===== src/hdl/mcfir_pkg.sv =====
// Shared constants, types and the coefficient table of the multichannel FIR high-pass unit.
// Used by the interfaces, the controller, the datapath, the top level and the checker.
`default_nettype none

package mcfir_pkg;

   localparam int CHANNELS     = 8;
   localparam int SAMPLE_WIDTH = 16;
   localparam int COEF_WIDTH   = 16;
   localparam int CHAN_WIDTH   = 3;
   localparam int TAPS         = 47;
   localparam int HALF_TAPS    = 24;

   localparam int PTR_WIDTH  = $clog2(TAPS);
   localparam int FILL_WIDTH = $clog2(TAPS + 1);
   localparam int HALF_WIDTH = $clog2(HALF_TAPS);
   localparam int PROD_WIDTH = SAMPLE_WIDTH + COEF_WIDTH;
   localparam int ACC_WIDTH  = PROD_WIDTH + $clog2(TAPS);
   localparam int ADDR_WIDTH = CHAN_WIDTH + PTR_WIDTH;
   localparam int MEM_DEPTH  = 2 ** ADDR_WIDTH;
   localparam int NUM_SLOTS  = 2 ** CHAN_WIDTH;

   // First half of the symmetric impulse response in Q1.15; the last entry is the center tap.
   localparam int COEF_Q15 [HALF_TAPS] = '{
      -309, 259, 207, 158, 80, -35, -174, -300,
      -368, -334, -176, 94, 427, 737, 919, 870,
      518, -158, -1115, -2244, -3388, -4374, -5040, 27492
   };

   typedef enum logic [2:0] {
      ST_IDLE  = 3'b001,
      ST_MAC   = 3'b010,
      ST_FLUSH = 3'b100
   } state_type;

   typedef struct packed {
      logic                 load;
      logic                 issue;
      logic                 finish;
      logic [PTR_WIDTH-1:0] tap;
   } cmd_type;

   typedef struct packed {
      logic pipe_empty;
      logic out_busy;
   } status_type;

   function automatic logic signed [COEF_WIDTH-1:0] coef_at(input logic [PTR_WIDTH-1:0] k);
      logic [HALF_WIDTH-1:0] idx;
      int                    c;
      idx = (int'(k) < HALF_TAPS) ? HALF_WIDTH'(k) : HALF_WIDTH'(TAPS - 1 - int'(k));
      c = COEF_Q15[idx];
      if (COEF_WIDTH >= 16) begin
         c = c <<< (COEF_WIDTH - 16);
      end else begin
         c = (c + (1 <<< (15 - COEF_WIDTH))) >>> (16 - COEF_WIDTH);
      end
      return COEF_WIDTH'(c);
   endfunction

endpackage

`default_nettype wire


===== src/hdl/mcfir_ctrl.sv =====
// Controller of the FIR unit: accepts a word, steps the tap counter, waits for the MAC pipeline and output register.
// Depends on mcfir_pkg for the state, command and status types.
`default_nettype none

module mcfir_ctrl (
   input  wire logic                 clock,
   input  wire logic                 reset,
   input  wire logic                 req_valid,
   output logic                      req_ready,
   input  wire mcfir_pkg::status_type status,
   output mcfir_pkg::cmd_type        cmd
);

   mcfir_pkg::state_type                state_ff, state_in;
   logic [mcfir_pkg::PTR_WIDTH-1:0]     tap_ff, tap_in;

   always_comb begin
      state_in   = state_ff;
      tap_in     = tap_ff;
      req_ready  = 1'b0;
      cmd        = '0;
      cmd.tap    = tap_ff;
      case (state_ff)
         mcfir_pkg::ST_IDLE: begin
            req_ready = 1'b1;
            if (req_valid) begin
               cmd.load = 1'b1;
               tap_in   = '0;
               state_in = mcfir_pkg::ST_MAC;
            end
         end
         mcfir_pkg::ST_MAC: begin
            cmd.issue = 1'b1;
            if (tap_ff == mcfir_pkg::PTR_WIDTH'(mcfir_pkg::TAPS - 1)) begin
               state_in = mcfir_pkg::ST_FLUSH;
            end else begin
               tap_in = tap_ff + 1'b1;
            end
         end
         mcfir_pkg::ST_FLUSH: begin
            if (status.pipe_empty && !status.out_busy) begin
               cmd.finish = 1'b1;
               state_in   = mcfir_pkg::ST_IDLE;
            end
         end
         default: begin
            state_in = mcfir_pkg::ST_IDLE;
         end
      endcase
   end

   always_ff @(posedge clock) begin
      if (reset) begin
         state_ff <= mcfir_pkg::ST_IDLE;
         tap_ff   <= '0;
      end else begin
         state_ff <= state_in;
         tap_ff   <= tap_in;
      end
   end

endmodule

`default_nettype wire


===== config.mk =====
export PLATFORM = sky130hd
export DESIGN_NAME = mcfir_ctrl
export DESIGN_NICKNAME = d
export VERILOG_FILES = /design/src/hdl/mcfir_pkg.sv /design/src/hdl/mcfir_ctrl.sv
export SDC_FILE = /design/constraint.sdc
export NUM_CORES = 1
export LEC_CHECK = 0
export BUFFER_PORTS_ARGS = -buffer_cell sky130_fd_sc_hd__clkbuf_2
export CORE_AREA = 2 2 39 41
export CTS_CLUSTER_SIZE = 14
export DETAILED_ROUTE_END_ITERATION = 12
export DIE_AREA = 0 0 41 43
export PLACE_DENSITY_LB_ADDON = 0.1
export SETUP_SLACK_MARGIN = 0.1
export SLEW_MARGIN = 40
export SYNTH_ARGS = -nofsm -noshare
export SYNTH_HDL_FRONTEND = slang
export SYNTH_SLANG_ARGS = --single-unit

===== constraint.sdc =====
create_clock -name clock -period 1.6 [get_ports clock]
set_clock_uncertainty 0.15 [all_clocks]
set_input_delay 0.16 -clock clock [delete_from_list [all_inputs] [get_ports clock]]
set_output_delay 0.16 -clock clock [all_outputs]
set_load 0.01 [all_outputs]

# ---- After elaboration in Yosys (flattened, before gate mapping)
# Index checks and enable logic that the tools add are counted.
# W data, S select, Z words.
dict set report classes {
  n_addsub 1
  n_eq_ne 8
  mux 13
  reduce_logical 5
}
# cell count
set ops {}
lappend ops {{$mux W6} 2}
lappend ops {{$pmux W6 S2} 1}
lappend ops {{$mux W3} 3}
lappend ops {{$pmux W3 S3} 1}
lappend ops {{$ne A2 B2 Y1 const B} 4}
lappend ops {{$add A6 B1 Y6 const B} 1}
lappend ops {{$eq A6 B6 Y1 const B} 1}
lappend ops {{$mux W1} 6}
lappend ops {{$reduce_and A3 Y1} 2}
lappend ops {{$eq A3 B1 Y1 const B} 1}
lappend ops {{$eq A3 B2 Y1 const B} 1}
lappend ops {{$eq A3 B3 Y1 const B} 1}
lappend ops {{$reduce_bool A2 Y1} 1}
lappend ops {{$logic_and A1 B1 Y1} 1}
lappend ops {{$logic_not A1 Y1} 1}
dict set report word_totals {
  regBits 9
  inputBits 5
  out_inout_bits 10
  word_cells 29
}

# ---- Depth between registers and ports, before layout
# Gate-level depths: netlist of the first run.
dict set report depth {
  depth_word 4
  ltp_mapped 5
}

# ---- Worst setup path after synthesis of the first run
# Ideal clock, no wire load.
dict set report synth_timing {
  kind {register to register}
  start {register state_ff[2]}
  end {register tap_ff[3] (netlist name)}
  setup_ns 0.086
  arrival_ns 1.391
  required_ns 1.364
  slack_ns -0.028
  stages_incl_launch_ff 6
  synth_period_minus_slack_ns 1.628
  path_cell_list {dfxtp_1 > nor3b_1 > nand2_1 > inv_1 > o2111ai_1 > a221oi_2}
}
dict set report synth_via {
  elab_chain_len 3
}
# item line
set synth_rtl {}
lappend synth_rtl {{from (decl)} mcfir_ctrl.sv:14} ;# mcfir_pkg::state_type state_ff, state_in;
lappend synth_rtl {{from (signal assigned)} mcfir_ctrl.sv:54} ;# state_ff <= mcfir_pkg::ST_IDLE;
lappend synth_rtl {{from (signal assigned)} mcfir_ctrl.sv:57} ;# state_ff <= state_in;
lappend synth_rtl {{$eq A3 B2 Y1 or $eq A3 B1 Y1 (tied branches)} mcfir_ctrl.sv:23} ;# case (state_ff)
lappend synth_rtl {{$ne A2 B2 Y1 (no source line) or $reduce_bool A2 Y1 (tied branches)} --}
lappend synth_rtl {{$reduce_and A3 Y1 (no source line)} --}
lappend synth_rtl {{to (signal assigned)} mcfir_ctrl.sv:58} ;# tap_ff <= tap_in;
lappend synth_rtl {{to (decl)} mcfir_ctrl.sv:15} ;# logic [mcfir_pkg::PTR_WIDTH-1:0] tap_ff, tap_in;
# Several ways; a longest one is shown, not always the timed one.
# A chain may end at the register's enable or synchronous reset.

==> results of run 1 <==
[routing by layer]
metal	wire length [um]	up-vias	GRT usage (%)
met1	499	231	18.0
met5	0	-	0
met4	37	0	12.0
met2	597	14	26.6
met3	47	5	3.14
li1	-	258	-
[repair_timing]
action,CTS,global route
endpoints found under the hold margin,2,0
pin swaps,4,2
endpoints found under the setup margin,8,10
setup buffers,3,0
resized for setup,8,6
hold buffers,1,0
[synthesized netlist by cell type (all sizes together) (2+ instances only)]
master	n
nand2	5
nor2	5
a21oi	4
a31o	3
o21ai	2
inv	6
ha	2
nand3	3
dfxtp	9
buf	2
[worst min-delay path, cell delays in order]
cell and delay, ns:
clkbuf_2 0.07, nand2b_1 0.07, nand3_1 0.13, a21oi_1 0.07
[cells by family after synthesis]
| group | share of synthesized area (%) |
|---|---|
| flops | 36.5 |
| simple gates | 22.3 |
| compound gates | 25.9 |
| buf+inv | 8.38 |
| fa+ha+maj | 5.08 |
| xor+xnor | 1.78 |
[power by group through the flow]
stage | Combinational (mW) | Sequential (mW) | Clock, mW
after floorplan | 0.0302 | 0.237 | 0
after global placement | 0.0563 | 0.236 | 0
after detailed placement | 0.0557 | 0.236 | 0
after CTS | 0.0692 | 0.231 | 0.188
after global routing | 0.0807 | 0.232 | 0.197
final | 0.0736 | 0.231 | 0.184
[cell type report]
class	count	share of cell area, %
multi-input combinational	39	39.7
sequential	9	25.3
timing repair buffer	27	25.0
inverter	6	3.42
clock buffer	3	3.08
tap	16	2.74
clock inverter	1	0.685
[worst max path at each step]
stage           endpoint  slack [ns]
2_1_floorplan  tap_ff[3]        0.08
3_3_place_gp   tap_ff[0]        0.04
3_5_place_dp   tap_ff[3]        0.02
4_1_cts           cmd[7]        0.05
5_1_grt           cmd[8]       0.003
6_report          cmd[8]        0.07
[flip-flops by register name (all words and copies together) (netlist names)]
| name | count |
|---|---|
| tap_ff | 6 |
| state_ff | 3 |
[per-stage QoR]
stage / instances / setup slack, ns
2_1_floorplan: 56 / 0.0818
4_1_cts: 101 / 0.0509
6_report: 101 / 0.0707
5_1_grt: 101 / 0.00303
3_5_place_dp: 93 / 0.0208
3_3_place_gp: 93 / 0.0430
==> results.json, run 1 <==
{
  "cp-end-kind": "output port",
  "io_buffers": 14,
  "cts.clk_slew.worst_paths_ns": 0.07,
  "synth.top_cells.by_area": "dfxtp_1 37%, ha_1 5.1%, inv_1 4.6%",
  "insertion_delay_ns": 0.27,
  "netlist_area_um2": 493,
  "worstPathMaxFanout": 3,
  "fin_util_pct": 52.8,
  "ys_types": 30,
  "path_depth": 5,
  "period_needed_ns": 1.53,
  "ys_seq_area_share_pct": 36.5,
  "final_area_um2": 731,
  "gp_congestion": 0.744,
  "worst_slew_pin_slew_ns": 0.251,
  "dr.pass1.iters": 4,
  "hold_depth": 4,
  "path_buf_inv": 3,
  "die_area_um2": 1760,
  "hold_path_class": "primary input to flip-flop",
  "setup_viol": 0,
  "yosys.area.top_type": "dfxtp_1",
  "whs_ns": 0.116,
  "cts_buffers": 3,
  "synth.avg_cell_area_um2": 8.80,
  "critPathKind": "flip-flop to output port",
  "hpwl_um": 890,
  "startpoint_type": "flip-flop",
  "p_switching_mw": 0.130,
  "cts.sinks": 9,
  "start_util_pct": 35.6,
  "combPwrFrac_pct": 15.1,
  "cp-startpoint": "state_ff[2]",
  "io_pins": 15,
  "cp.required_ns": 1.29,
  "switching_share_pct": 26.6,
  "final-max-slew-violation-count": 0,
  "antenna_cells": 0,
  "clk_path_buf_depth": 2,
  "cts.htree.levels": 1,
  "drive_gt1_share_pct": 54.1,
  "crit_family": "flip-flops",
  "via_per_inst": 5.03,
  "grt_max_degree": 7,
  "syn_inst": 56,
  "place_area_um2": 638,
  "relSlewSlack_pct": 83.2,
  "fill_cells": 144,
  "final_cell_mix": "12 x clkbuf_2, 12 x buf_4, 5 x nand2_1, 5 x dfxtp_1",
  "rows": 14,
  "wl_per_cell_um": 11.7,
  "synth_ff_type": "dfxtp_1",
  "seq_area_um2": 185,
  "grt_pass1_wl_um": 1920,
  "hold_violations": 0,
  "reg2reg_depth": 4,
  "critical_path_arrival_ns": 1.22,
  "core_area_um2": 1380,
  "period_share_pct": 95.6,
  "peakVddDrop_uv": 345,
  "routed_wl_um": 1180,
  "whs_endpoint": "state_ff[2]",
  "grt_pass1_vias": 458,
  "synth-edff-count": 0,
  "antenna_found_initial": 0,
  "ys_warn_count": 0,
  "ant_nets": 0,
  "powerDensity_nw_per_um2": 669,
  "crit_chain": "buf_4 > nor3b_2 > nand2_1 > inv_2 > buf_6",
  "r2r-start": "state_ff[2]",
  "synth_seq_cells": 9,
  "hold_start": "status[1]",
  "max_freq_mhz": 654,
  "maxCapViolCount": 0,
  "synth_nets": 63,
  "power.leakage_nw": 0.334,
  "vias": 508,
  "p_total_mw": 0.489,
  "tritoncts": "yes",
  "cp_slowest_cell": "dfxtp_2",
  "die_w_um": 41,
  "worst_r2r_endpoint": "tap_ff[3]",
  "r2r_slack_ns": 0.08,
  "seqPwrFrac_pct": 47.3,
  "syn2layout_area_growth_pct": 48.2,
  "rsz0062_at_grt": "yes",
  "die_h_um": 43,
  "status": "complete, no violations",
  "intPower_mw": 0.359,
  "slowest_delay_ns": 0.32,
  "yosysTopAreaCellShare_pct": 36.5,
  "grt_overflow": 0,
  "cts-root-buf": "clkbuf_4",
  "fin_setup_tns_ns": 0,
  "nets": 93,
  "drc": 0,
  "ys_async_sr_fraction_pct": 0,
  "drtIter0Drc": 13,
  "power_frac_clock_pct": 37.6,
  "grt_usage_pct": 16.5,
  "multi_input_area_um2": 290
}
Note: power is estimated with default switching activity, not from simulation.
==> run 2: changes to the inputs <==
--- a/config.mk
+++ b/config.mk
@@ -7,10 +7,11 @@
 export LEC_CHECK = 0
 export BUFFER_PORTS_ARGS = -buffer_cell sky130_fd_sc_hd__clkbuf_2
 export CORE_AREA = 2 2 39 41
-export CTS_CLUSTER_SIZE = 14
+export CTS_CLUSTER_SIZE = 24
 export DETAILED_ROUTE_END_ITERATION = 12
 export DIE_AREA = 0 0 41 43
 export PLACE_DENSITY_LB_ADDON = 0.1
+export REMOVE_ABC_BUFFERS = 1
 export SETUP_SLACK_MARGIN = 0.1
 export SLEW_MARGIN = 40
 export SYNTH_ARGS = -nofsm -noshare
==> run 2 against run 1 <==
Combinational power is 18% lower; via count is 1.4% lower; global-route usage is 1.5 points lower; routed wire length is 5.7% lower; final cell count is 6.9% lower; sequential power hardly changed; worst setup slack worse by 0.034 ns; core utilization is 3.1 points lower; critical endpoint is now tap_ff[3]; die area stayed put; non-clock buffer count is 7 lower.
==> results.json, run 2 (same netlist as run 1, synthesis figures left out) <==
{
  "reg_top3": "tap_ff (6), state_ff (3)",
  "drive_gt1_share_pct": 53.8,
  "setup_viol": 0,
  "io_pins": 15,
  "critPathKind": "flip-flop to flip-flop",
  "hpwl_um": 831,
  "syn2layout_area_growth_pct": 39.6,
  "max_freq_mhz": 640,
  "startpoint_type": "flip-flop",
  "io_buffers": 14,
  "ant_nets": 0,
  "slowest_delay_ns": 0.44,
  "clk_path_buf_depth": 2,
  "power.leakage_nw": 0.299,
  "final-max-slew-violation-count": 0,
  "cp-end-kind": "flip-flop",
  "critical_path_arrival_ns": 1.59,
  "final_common_cell": "clkbuf_2",
  "via_per_inst": 5.33,
  "grt_overflow": 0,
  "tritoncts": "yes",
  "antenna_cells": 0,
  "relSlewSlack_pct": 83.3,
  "cp_slowest_cell": "or3b_4",
  "fin_setup_tns_ns": 0,
  "period_needed_ns": 1.56,
  "hold_path_class": "primary input to flip-flop",
  "die_w_um": 41,
  "grt_max_degree": 7,
  "period_share_pct": 97.7,
  "drc": 0,
  "grt_pass1_wl_um": 1720,
  "grt_pass1_vias": 456,
  "insertion_delay_ns": 0.27,
  "cts.sinks": 9,
  "drtIter0Drc": 7,
  "die_area_um2": 1760,
  "peakVddDrop_uv": 401,
  "start_util_pct": 35.6,
  "dr.pass1.iters": 4,
  "core_area_um2": 1380,
  "maxCapViolCount": 0,
  "largest-register": "tap_ff",
  "powerDensity_nw_per_um2": 685,
  "die_h_um": 43,
  "path_buf_inv": 0,
  "nets": 86,
  "cts.clk_slew.worst_paths_ns": 0.07,
  "vias": 501,
  "crit_family": "compound AO/OA/AOI/OAI gates",
  "cts.htree.levels": 1,
  "gp_congestion": 0.773,
  "antenna_found_initial": 0,
  "rows": 14,
  "worst_slew_pin_slew_ns": 0.250,
  "routed_wl_um": 1110,
  "crit_chain": "or3b_4 > a21oi_4 > o2111ai_2 > a221oi_2",
  "rsz0062_at_grt": "yes",
  "final_cell_mix": "12 x clkbuf_2, 5 x nor2_1, 5 x buf_4, 5 x dfxtp_1",
  "cp.required_ns": 1.63,
  "wl_per_cell_um": 11.9,
  "largest_reg_flops": 6,
  "final_area_um2": 688,
  "worstPathMaxFanout": 6,
  "cts-root-buf": "clkbuf_4",
  "grt_usage_pct": 15.0,
  "status": "complete, no violations",
  "cts_buffers": 3,
  "place_area_um2": 587,
  "hold_violations": 0
}
[run 2: worst min-delay path, cell delays in order]
cell and delay [ns]:
clkbuf_2 0.09, nand2_2 0.07, nand3_1 0.09, nand2_1 0.05
[run 2: power breakdown]
| group | internal [mW] | leakage (nW) | switching [mW] |
|---|---|---|---|
| clock network | 0.0924 | 0.0177 | 0.0862 |
| logic | 0.0269 | 0.207 | 0.0332 |
| registers | 0.229 | 0.0740 | 0.00363 |
| total | 0.349 | 0.299 | 0.123 |
[run 2: routing by layer]
layer | track usage, % | vias to the layer above | part of all wire, %
met5 | 0 | - | 0
met4 | 14.0 | 0 | 3.2
met3 | 3.14 | 4 | 3.9
met2 | 22.5 | 11 | 51
met1 | 16.2 | 242 | 42
li1 | - | 244 | -
[run 2: repair_timing]
| item | 4_1_cts | 5_1_grt |
|---|---|---|
| resized for setup | 10 | 9 |
| pin swaps | 3 | 3 |
| buffers inserted | 2 | 0 |
| endpoints found under the hold margin | 2 | 0 |
| setup endpoints to repair | 9 | 9 |
| hold buffers | 1 | 0 |
[run 2: through the flow]
| step | util (%) | setup WS, ns | total power [mW] | std cells | hold slack [ns] |
|---|---|---|---|---|---|
| floorplan | - | -0.0278 | 0.263 | 54 | 0.0762 |
| global placement | 42.4 | -0.0475 | 0.284 | 87 | 0.289 |
| detailed placement | 42.4 | -0.0239 | 0.283 | 87 | 0.277 |
| CTS | 47.9 | 0.0323 | 0.471 | 94 | 0.0629 |
| global route | 49.7 | -0.0230 | 0.497 | 94 | 0.0959 |
| finish | 49.7 | 0.0372 | 0.472 | 94 | 0.0826 |
[run 2: area by class of cell]
class | instances | area [um^2]
multi-input combinational | 39 | 307
inverter | 6 | 25.0
clock buffer | 3 | 22.5
sequential | 9 | 185
fill | 144 | 696
tap | 16 | 20.0
clock inverter | 1 | 5.00
timing repair buffer | 20 | 124
[run 2: worst paths after layout]
path | slack [ns] | endpoint | from | cells after the start
setup / recovery | 0.04 | tap_ff[3] | state_ff[1] | 4
hold / removal | 0.08 | state_ff[0] | req_valid | 4
setup reg to reg | 0.04 | tap_ff[3] | state_ff[1] | 4
hold reg to reg | 0.39 | tap_ff[5] | tap_ff[5] | 1
==> run 3: changes to the inputs <==
==> config.mk (replaced) <==
export PLATFORM = sky130hd
export DESIGN_NAME = mcfir_ctrl
export DESIGN_NICKNAME = d
export VERILOG_FILES = /design/src/hdl/mcfir_pkg.sv /design/src/hdl/mcfir_ctrl.sv
export SDC_FILE = /design/constraint.sdc
export NUM_CORES = 1
export LEC_CHECK = 0
export ABC_AREA = 1
export BUFFER_PORTS_ARGS = -buffer_cell sky130_fd_sc_hd__buf_2
export CORE_MARGIN = 1
export CORE_UTILIZATION = 43
export CTS_CLUSTER_SIZE = 24
export DETAILED_ROUTE_END_ITERATION = 12
export PLACE_DENSITY_LB_ADDON = 0.1
export REMOVE_ABC_BUFFERS = 1
export SETUP_SLACK_MARGIN = 0.1
export SLEW_MARGIN = 40
export SYNTH_ARGS = -nofsm -noshare
export SYNTH_HDL_FRONTEND = slang
export SYNTH_SLANG_ARGS = --single-unit
export TNS_END_PERCENT = 5
==> run 3 against run 2 <==
Critical path depth is 1 lower; count of clock-buffer cells in the layout is 1 higher; core utilization increased by 6.6 points; routed wire length rose by 9.0%; total power is 5.1% higher; sequential share of layout area fell by 1.5 points; clock power decreased by 4%; hold slack got worse by 0.037 ns; via count increased by 15%; critical path type is now flip-flop to output port; largest cell class unchanged; largest power group unchanged.
==> results.json, run 3 <==
{
  "routed_wl_um": 1210,
  "syn2layout_area_growth_pct": 21.9,
  "grt_pass1_vias": 469,
  "p_total_mw": 0.496,
  "cts-root-buf": "clkbuf_4",
  "ant_nets": 0,
  "critical_path_arrival_ns": 1.14,
  "hpwl_um": 943,
  "startpoint_type": "flip-flop",
  "drtIter0Drc": 14,
  "die_w_um": 39.2,
  "cts.sinks": 9,
  "yosysTopAreaCellShare_pct": 30.3,
  "reg_top3": "tap_ff (6), state_ff (3)",
  "grt_overflow": 0,
  "grt_usage_pct": 19.7,
  "synth_ff_type": "dfxtp_1",
  "cts_hold_buffers": 0,
  "worst_slew_pin_slew_ns": 0.246,
  "core_area_um2": 1280,
  "max_freq_mhz": 691,
  "hold_path_class": "primary input to flip-flop",
  "vias": 575,
  "die_h_um": 39.2,
  "via_per_inst": 4.79,
  "tritoncts": "yes",
  "period_share_pct": 90.5,
  "nets": 113,
  "ys_warn_count": 0,
  "synth_seq_cells": 9,
  "ys_async_sr_fraction_pct": 0,
  "netlist_area_um2": 594,
  "cts.clk_slew.worst_paths_ns": 0.06,
  "final-max-slew-violation-count": 0,
  "powerDensity_nw_per_um2": 684,
  "synth.top_cells.by_area": "dfxtp_1 30%, nand2_1 11%, nand3_1 10%",
  "yosysMostFrequentCell": "nand2_1",
  "cts.htree.levels": 1,
  "dp_worst_setup_slack_ns": 0.172,
  "peakVddDrop_uv": 363,
  "yosys.area.top_type": "dfxtp_1",
  "setup_ws_ns": 0.153,
  "io_buffers": 14,
  "drc": 0,
  "status": "complete, no violations",
  "gp_congestion": 0.736,
  "period_needed_ns": 1.45,
  "io_pins": 15,
  "final_cell_mix": "18 x nand2_1, 14 x buf_2, 13 x inv_1, 12 x nand3_1, 9 x nor2_1",
  "final_common_cell": "nand2_1",
  "antenna_cells": 0,
  "cp.required_ns": 1.29,
  "cts_buffers": 3,
  "dr.pass1.iters": 4,
  "maxCapViolCount": 0,
  "worstPathMaxFanout": 3,
  "place_area_um2": 679,
  "yosys-top-cells-count": "18 x nand2_1, 13 x inv_1, 12 x nand3_1",
  "grt_pass1_wl_um": 1990,
  "drive_gt1_share_pct": 33.3,
  "synth-edff-count": 0,
  "clk_path_buf_depth": 2,
  "syn_inst": 86,
  "fin_setup_tns_ns": 0,
  "start_util_pct": 46.3,
  "final_area_um2": 724,
  "critPathKind": "flip-flop to output port",
  "grt_max_degree": 10,
  "setup_viol": 0,
  "power.leakage_nw": 0.344,
  "rsz0062_at_grt": "yes",
  "wl_per_cell_um": 10.1,
  "antenna_found_initial": 0,
  "whs_ns": 0.0451,
  "largest_reg_flops": 6,
  "rows": 13,
  "synth.avg_cell_area_um2": 6.91,
  "relSlewSlack_pct": 83.5,
  "cp-end-kind": "output port",
  "ys_types": 20,
  "hold_violations": 0,
  "insertion_delay_ns": 0.26,
  "die_area_um2": 1530,
  "ys_seq_area_share_pct": 30.3,
  "largest-register": "tap_ff"
}
-- run 3: cell count changes in the layout (fill, tap and decap cells not counted), sizes merged, moves of 2 or more --
cell	before	now
inv	6	15
buf	7	17
nand3	3	13
clkbuf	15	4
nor2	5	9
nand2	5	22
a31o	3	0
a21oi	4	9
nor3	0	2
-- run 3: where the power goes --
group / leakage, nW / internal (mW) / switching (mW)
Combinational: 0.255 / 0.0372 / 0.0488
Sequential: 0.0737 / 0.231 / 0.00799
Clock: 0.0150 / 0.0958 / 0.0750
-- run 3: per-layer routing --
metal	global-route usage, %	share of wire [%]
met5	0	0
met4	5.17	0.66
met3	8.67	4.9
met2	30.8	49
met1	24.2	45
-- run 3: worst paths after layout --
path / startpoint / end / slack (ns) / depth (start not counted)
worst max register to register: tap_ff[0] / tap_ff[0] / 0.22 / 9
worst min register to register: tap_ff[1] / tap_ff[1] / 0.39 / 2
worst max-delay path: state_ff[2] / cmd[6] / 0.15 / 3
worst min-delay path: reset / tap_ff[1] / 0.05 / 2
-- run 3: area by class of cell --
type | instances | area, um^2
Sequential cell | 9 | 184
Clock buffer | 4 | 26.3
Multi-Input combinational cell | 60 | 344
Timing Repair Buffer | 17 | 92.6
Inverter | 15 | 58.8
Tap cell | 15 | 18.8
Fill cell | 141 | 561
-- run 3: cell families after synthesis --
group	count (synthesis)	synth area share [%]
and+or+nand+nor	48	42.7
buffers and inverters	17	11.8
AOI/OAI and AO/OA	10	10.9
DFF	9	30.3
adders and majority gates	2	4.21
-- run 3: repair_timing --
item / 4_1_cts / 5_1_grt
endpoints found under the hold margin: 0 / 0
setup endpoints to repair: 1 / 9
resized for setup: 1 / 2
setup buffers: 2 / 0
pin swaps: 2 / 1
-- run 3: critical path, stage by stage, from the launching register on --
cell and delay, ns:
dfxtp_1 0.40, inv_1 0.10, nor4_1 0.21, buf_2 0.17
-- run 3: through the flow --
stage	util, %	cells
after global routing	56.4	120
after CTS	56.2	120
after detailed placement	52.9	114
final	56.4	120
after global placement	52.9	114
after floorplan	-	84
